[src/dpb_div.sv]
// Pipelined restoring divider with one quotient bit per stage and overflow detection.
module dpb_div #(
	parameter int NUM_W = 44,
	parameter int DEN_W = 32,
	parameter int Q_W   = 32
) (
	input  logic             clk,
	input  logic [NUM_W-1:0] num,
	input  logic [DEN_W-1:0] den,
	output logic [Q_W-1:0]   quo,
	output logic             ovf
);

	localparam int UP_W  = NUM_W - Q_W;
	localparam int CMP_W = (UP_W > DEN_W) ? UP_W : DEN_W;

	logic [CMP_W-1:0] up_ext;
	logic [CMP_W-1:0] den_ext;

	logic [DEN_W-1:0] rem_s [Q_W];
	logic [Q_W-1:0]   low_s [Q_W];
	logic [DEN_W-1:0] den_s [Q_W];
	logic [Q_W-1:0]   quo_s [Q_W+1];
	logic             ovf_s [Q_W+1];

	logic [DEN_W:0] trial [Q_W];
	logic [DEN_W:0] diff  [Q_W];
	logic           ge    [Q_W];

	assign up_ext  = CMP_W'(num[NUM_W-1:Q_W]);
	assign den_ext = CMP_W'(den);

	always_comb begin
		for (int k = 0; k < Q_W; k++) begin
			trial[k] = {rem_s[k], low_s[k][Q_W-1]};
			diff[k]  = trial[k] - {1'b0, den_s[k]};
			ge[k]    = trial[k] >= {1'b0, den_s[k]};
		end
	end

	always_ff @(posedge clk) begin
		rem_s[0] <= up_ext[DEN_W-1:0];
		low_s[0] <= num[Q_W-1:0];
		den_s[0] <= den;
		quo_s[0] <= '0;
		ovf_s[0] <= up_ext >= den_ext;
		for (int k = 1; k <= Q_W; k++) begin
			quo_s[k] <= {quo_s[k-1][Q_W-2:0], ge[k-1]};
			ovf_s[k] <= ovf_s[k-1];
		end
		for (int k = 1; k < Q_W; k++) begin
			rem_s[k] <= ge[k-1] ? diff[k-1][DEN_W-1:0] : trial[k-1][DEN_W-1:0];
			low_s[k] <= {low_s[k-1][Q_W-2:0], 1'b0};
			den_s[k] <= den_s[k-1];
		end
	end

	assign quo = quo_s[Q_W];
	assign ovf = ovf_s[Q_W];

endmodule

[config.mk]
export PLATFORM = sky130hd
export DESIGN_NAME = dpb_div
export DESIGN_NICKNAME = d
export VERILOG_FILES = /design/src/dpb_div.sv
export SDC_FILE = /design/constraint.sdc
export NUM_CORES = 2
export LEC_CHECK = 0
export BUFFER_PORTS_ARGS = -buffer_cell sky130_fd_sc_hd__buf_2
export CORE_ASPECT_RATIO = 0.75
export CORE_MARGIN = 1
export CORE_UTILIZATION = 50
export CTS_CLUSTER_DIAMETER = 60
export DETAILED_ROUTE_END_ITERATION = 10
export HOLD_SLACK_MARGIN = 0.03
export PLACE_DENSITY_LB_ADDON = 0.2
export SETUP_SLACK_MARGIN = 0.2
export SYNTH_ARGS = -nofsm -noshare
export SYNTH_HDL_FRONTEND = slang
export SYNTH_MEMORY_MAX_BITS = 65536
export SYNTH_SLANG_ARGS = --single-unit
[constraint.sdc]
create_clock -name clk -period 10.5 [get_ports clk]
set_clock_uncertainty 0.15 [all_clocks]
set_input_delay 1.575 -clock clk [delete_from_list [all_inputs] [get_ports clk]]
set_output_delay 1.575 -clock clk [all_outputs]
set_load 0.05 [all_outputs]
* Yosys cells after proc, flatten, opt, wreduce, memory -nomap -nowiden
Memories as Yosys holds them, arrays and structs flattened.
Cells that the tools add are included.
** Word-level totals
- Bits in registers :: 0
- Latch bits :: 0
- RAM bits :: 4161
- ROM bits :: 0
- Input port bits :: 77
- Memories :: 5
** Memories
- quo_s :: words 33, width 32, rd ports 33, clocked after memory_dff 0, write ports 33, line 23 : logic [Q_W-1:0] quo_s [Q_W+1];
- den_s :: words 32, width 32, rd ports 32, clocked after memory_dff 0, write ports 32, line 22 : logic [DEN_W-1:0] den_s [Q_W];
- low_s :: words 32, width 32, rd ports 32, clocked after memory_dff 0, write ports 32, line 21 : logic [Q_W-1:0] low_s [Q_W];
- rem_s :: words 32, width 32, rd ports 32, clocked after memory_dff 0, write ports 32, line 20 : logic [DEN_W-1:0] rem_s [Q_W];
- ovf_s :: words 33, width 1, rd ports 33, clocked after memory_dff 0, write ports 33, line 24 : logic ovf_s [Q_W+1];
** Operators by class
- $add $sub $neg :: 31
- $mul :: 0
- Div/mod/pow operators :: 0
- Order comparisons :: 33
- Equality and inequality tests :: 0
- Shift-type cells :: 0
- Multiplexer cells :: 31
- Bitwise operators :: 0
- Reductions and logical operators :: 0
** Operators by type and width (number)
- $ge A33 B32 Y1 :: 32
- $mux W32 :: 31
- $sub A32 B32 Y32 :: 31
- $ge A12 B32 Y1 :: 1

* Logic depth before layout (Yosys ltp)
An unclocked memory read counts as a cell.
- Depth after elaboration :: 3
- Depth in mapped cells :: 16
- Depth with buffers taken out :: 14

* Worst setup path after synthesis
No wires, ideal clock.
- Kind :: input to register
- Start point :: input port num[32]
- End point :: memory ovf_s[0][0]
- Setup time :: 0.126 ns
- Arrival time :: 3.357 ns
- Data required time :: 10.224 ns
- Slack :: 6.867 ns
- Stages on the path :: 13
- Buffers on the path :: 0
- Path through :: inv_1 > ha_1 > nand2b_1 > a21o_1 > a21o_1 > a21o_1 > a21o_1 > a21o_1 > a21o_1 > a21oi_1 > nor2b_1 > o211ai_1 > a211oi_1
** RTL lines
- start, declared :: line 8 : input logic [NUM_W-1:0] num,
- end, declared :: line 24

==> impl_results.md <==
- Starting Density: 0.505
- Hold Buf Count CTS: 0
- Die Span X: 580 microns
- Cell area power density: between 300 and 400 nW/um^2
- Total core area: 248000 sq um
- Layout fillers: roughly 21000
- Area Growth Syn to Fin: 11.3%
- Crit path DAT: 4.98 ns
- Flops & latches, synth: 3117
- Crit Path Class: reg2reg
- Max Slew Vio Count: 0
- Post-layout min period: between 4 and 5 ns
- Post-route DRC: 0
- Routed vias/inst: roughly 5.4
- Peak VDD IR: 0.160 mV
- Root Driver: clkbuf_16
- FMAX: between 0.2 and 0.25 GHz
- Rows: 158
- Syn Nets: 13840
- Cell variety after synth: between 100 and 150
- First-pass GRT wire length: 474 mm
- Final ANT Viol Nets: 0
- Die area: 253000 sq um
- R2R Path Start: den_s[1][66]
- CP max FO: 4
- CP endpoint kind: flop
- Initial DRT Pass Iterations: 6
- Iteration-0 DRC Markers: 6842
- Mapped Area: 125000 sq um
- Layout Nets: 13990
- Post-synth EDFFs: 0
- Leakage: 0.0648 uW
- Endpoints failing setup: 0
- Initial antenna violation count: 18
- Data required time of the critical path: 11.04 ns
- CTS HTree Levels: 5
- Area contributors post-synth: dfxtp_1 50%, ha_1 10%, a21oi_1 4.0%, inv_1 3.8%, xnor2_1 3.3%
- Worst Max-Slew Pin Slew: approximately 1.2 ns
- Synth Area per Inst: 9.87 sq um
- Vias: 87683
- I/O pin count: 110
- Synth warnings: 0
- Final core utilization: 0.563
- Setup bufs post-CTS: 0
- Layout cell share with drive strength beyond 1: 0.0810
- Avg WL per Cell: 18.6 microns
- Port buffer count: 109
- CP Launch Type: flop
- Hold violation total from the final report: 0
- Die height: between 400 and 500 microns
- Setup TNS: 0 ns
- Worst-path clk slew: 0.06 ns
- Status: completed
- Sequential element share of the synthesized area: 0.497
- Detailed Place HPWL: 235 mm
- Clock latency on the worst-skew pair: roughly 0.86 ns
- Async SR Flop Fraction: 0
- Max_slew headroom: 0.188
- Grt total ovfl: 0
- Gpl congestion: 0.938
- Post_cts resized: 0
- Main synth FF type: dfxtp_1
- Area leader, netlist: dfxtp_1
- CTS tree: yes
- Clock Sinks: 3117
- Final wirelength: 305 mm
- Total CTS buffers: 304
- CTS max path bufs: 4
- Synth Instances: approximately 13000
- Largest net degree at the start of global routing: 65
- GRT Total Usage: 0.234
- Hold Path Origin: quo_s[0][740]
- RSZ-0062 raised after global routing: no
- Fin crit share: 0.423
- Top cell type's share of synthesized area: 0.497
- Maxcap violations: 0
- Worst Hold Class: reg2reg
- CP startpoint: den_s[1][66]
- Vias in the first global route: 82957
[layout by cell type (no fill, tap or decap), types with 43 or more instances in the layout]
| cell | n |
|---|---|
| nand4_1 | 146 |
| o31ai_1 | 58 |
| nand3_1 | 177 |
| clkbuf_8 | 46 |
| ha_1 | 1017 |
| bufinv_16 | 43 |
| clkbuf_16 | 312 |
| and3_1 | 79 |
| a21o_1 | 506 |
| inv_1 | 1272 |
| nand2_1 | 864 |
| nor2b_1 | 145 |
| a211oi_1 | 66 |
| a21oi_1 | 998 |
| clkinv_2 | 47 |
| buf_2 | 109 |
| nor4_1 | 57 |
| nand2b_1 | 149 |
| o21ai_0 | 782 |
| mux2_2 | 311 |
| dfxtp_1 | 3117 |
| xnor2_1 | 477 |
| nor3_1 | 107 |
| o21bai_1 | 115 |
| xor2_1 | 342 |
| o21a_1 | 144 |
| a31oi_1 | 88 |
| clkbuf_1 | 46 |
| nor2_1 | 672 |
[report_power, final]
group          leakage (uW)  switching (uW)  internal [uW]
combinational        0.0335           10700           8270
sequential           0.0262            1970          14700
clock               0.00515            4550           6850
total                0.0648           17300          29800
[layout make-up]
class,count,area (sq um),share of cell area
Inverter,1273,4780,0.0342
Clock inverter,131,1910,0.0136
Antenna cell,6,15.0,0.000107
Tap cell,3280,4100,0.0294
Sequential cell,3117,62400,0.447
Timing Repair Buffer,136,748,0.00536
Clock buffer,404,8610,0.0617
Multi-Input combinational cell,8033,57100,0.409
[layer usage]
layer,share of wire,vias up,global-route usage
met5,0,-,0
met4,0.024,0,0.0611
met3,0.062,450,0.0291
met2,0.37,2749,0.308
met1,0.55,40548,0.387
li1,-,43936,-
[cells in the mapped netlist, types with 177 or more instances]
master	number
a21o_1	507
dfxtp_1	3117
nand3_1	177
xnor2_1	477
nor2_1	672
ha_1	1017
mux2_2	311
inv_1	1272
xor2_1	342
nand2_1	864
o21ai_0	782
a21oi_1	1000
[state kept, by name, summed over array words and instances (netlist names)]
signal  count
den_s    1024
rem_s    1004
low_s     528
quo_s     528
ovf_s      33
[logic make-up (layout without fill, tap and decap cells)]
family | count (synthesis) | count (layout) | share of synthesized area
AOI/OAI and AO/OA | 3214 | 3214 | 0.160
xor gates and xnor gates | 819 | 819 | 0.0572
adders and majority gates | 1048 | 1048 | 0.106
buffers and inverters | 1565 | 1944 | 0.0489
DFF | 3117 | 3117 | 0.497
muxes | 358 | 358 | 0.0321
other | 0 | 6 | 0
and+or+nand+nor | 2594 | 2594 | 0.0978
[per-stage QoR]
step | hold slack (ns) | cells | setup WS, ns | area [sq um] | total power [uW]
global placement | 0.160 | 15839 | 6.18 | 129000 | 35200
global route | 0.173 | 16375 | 5.70 | 140000 | 50100
finish | 0.166 | 16380 | 6.06 | 140000 | 47100
detailed placement | 0.162 | 15839 | 6.13 | 129000 | 35500
CTS | 0.167 | 16374 | 6.12 | 140000 | 47100
floorplan | 0.160 | 12715 | 6.87 | 125000 | 30700
[final timing paths]
check / to / slack (ns) / cells past startpoint
max: rem_s[1][124] / 6.06 / 13
min: quo_s[0][773] / 0.17 / 0
max reg2reg: rem_s[1][124] / 6.06 / 13
min reg2reg: quo_s[0][773] / 0.17 / 0
[worst max-delay path: stages (launching register included)]
cell and delay [ns]:
dfxtp_1 0.55, inv_1 0.09, ha_1 0.34, nor2b_1 0.17
o31ai_1 0.47, a32o_1 0.36, o311ai_0 0.26, a21o_1 0.29
a221o_1 0.38, a221oi_1 0.62, o21ai_0 0.19, nor2_1 0.14
xor2_1 0.15, o21ai_0 0.12
Power figures use the tool's default switching activity.
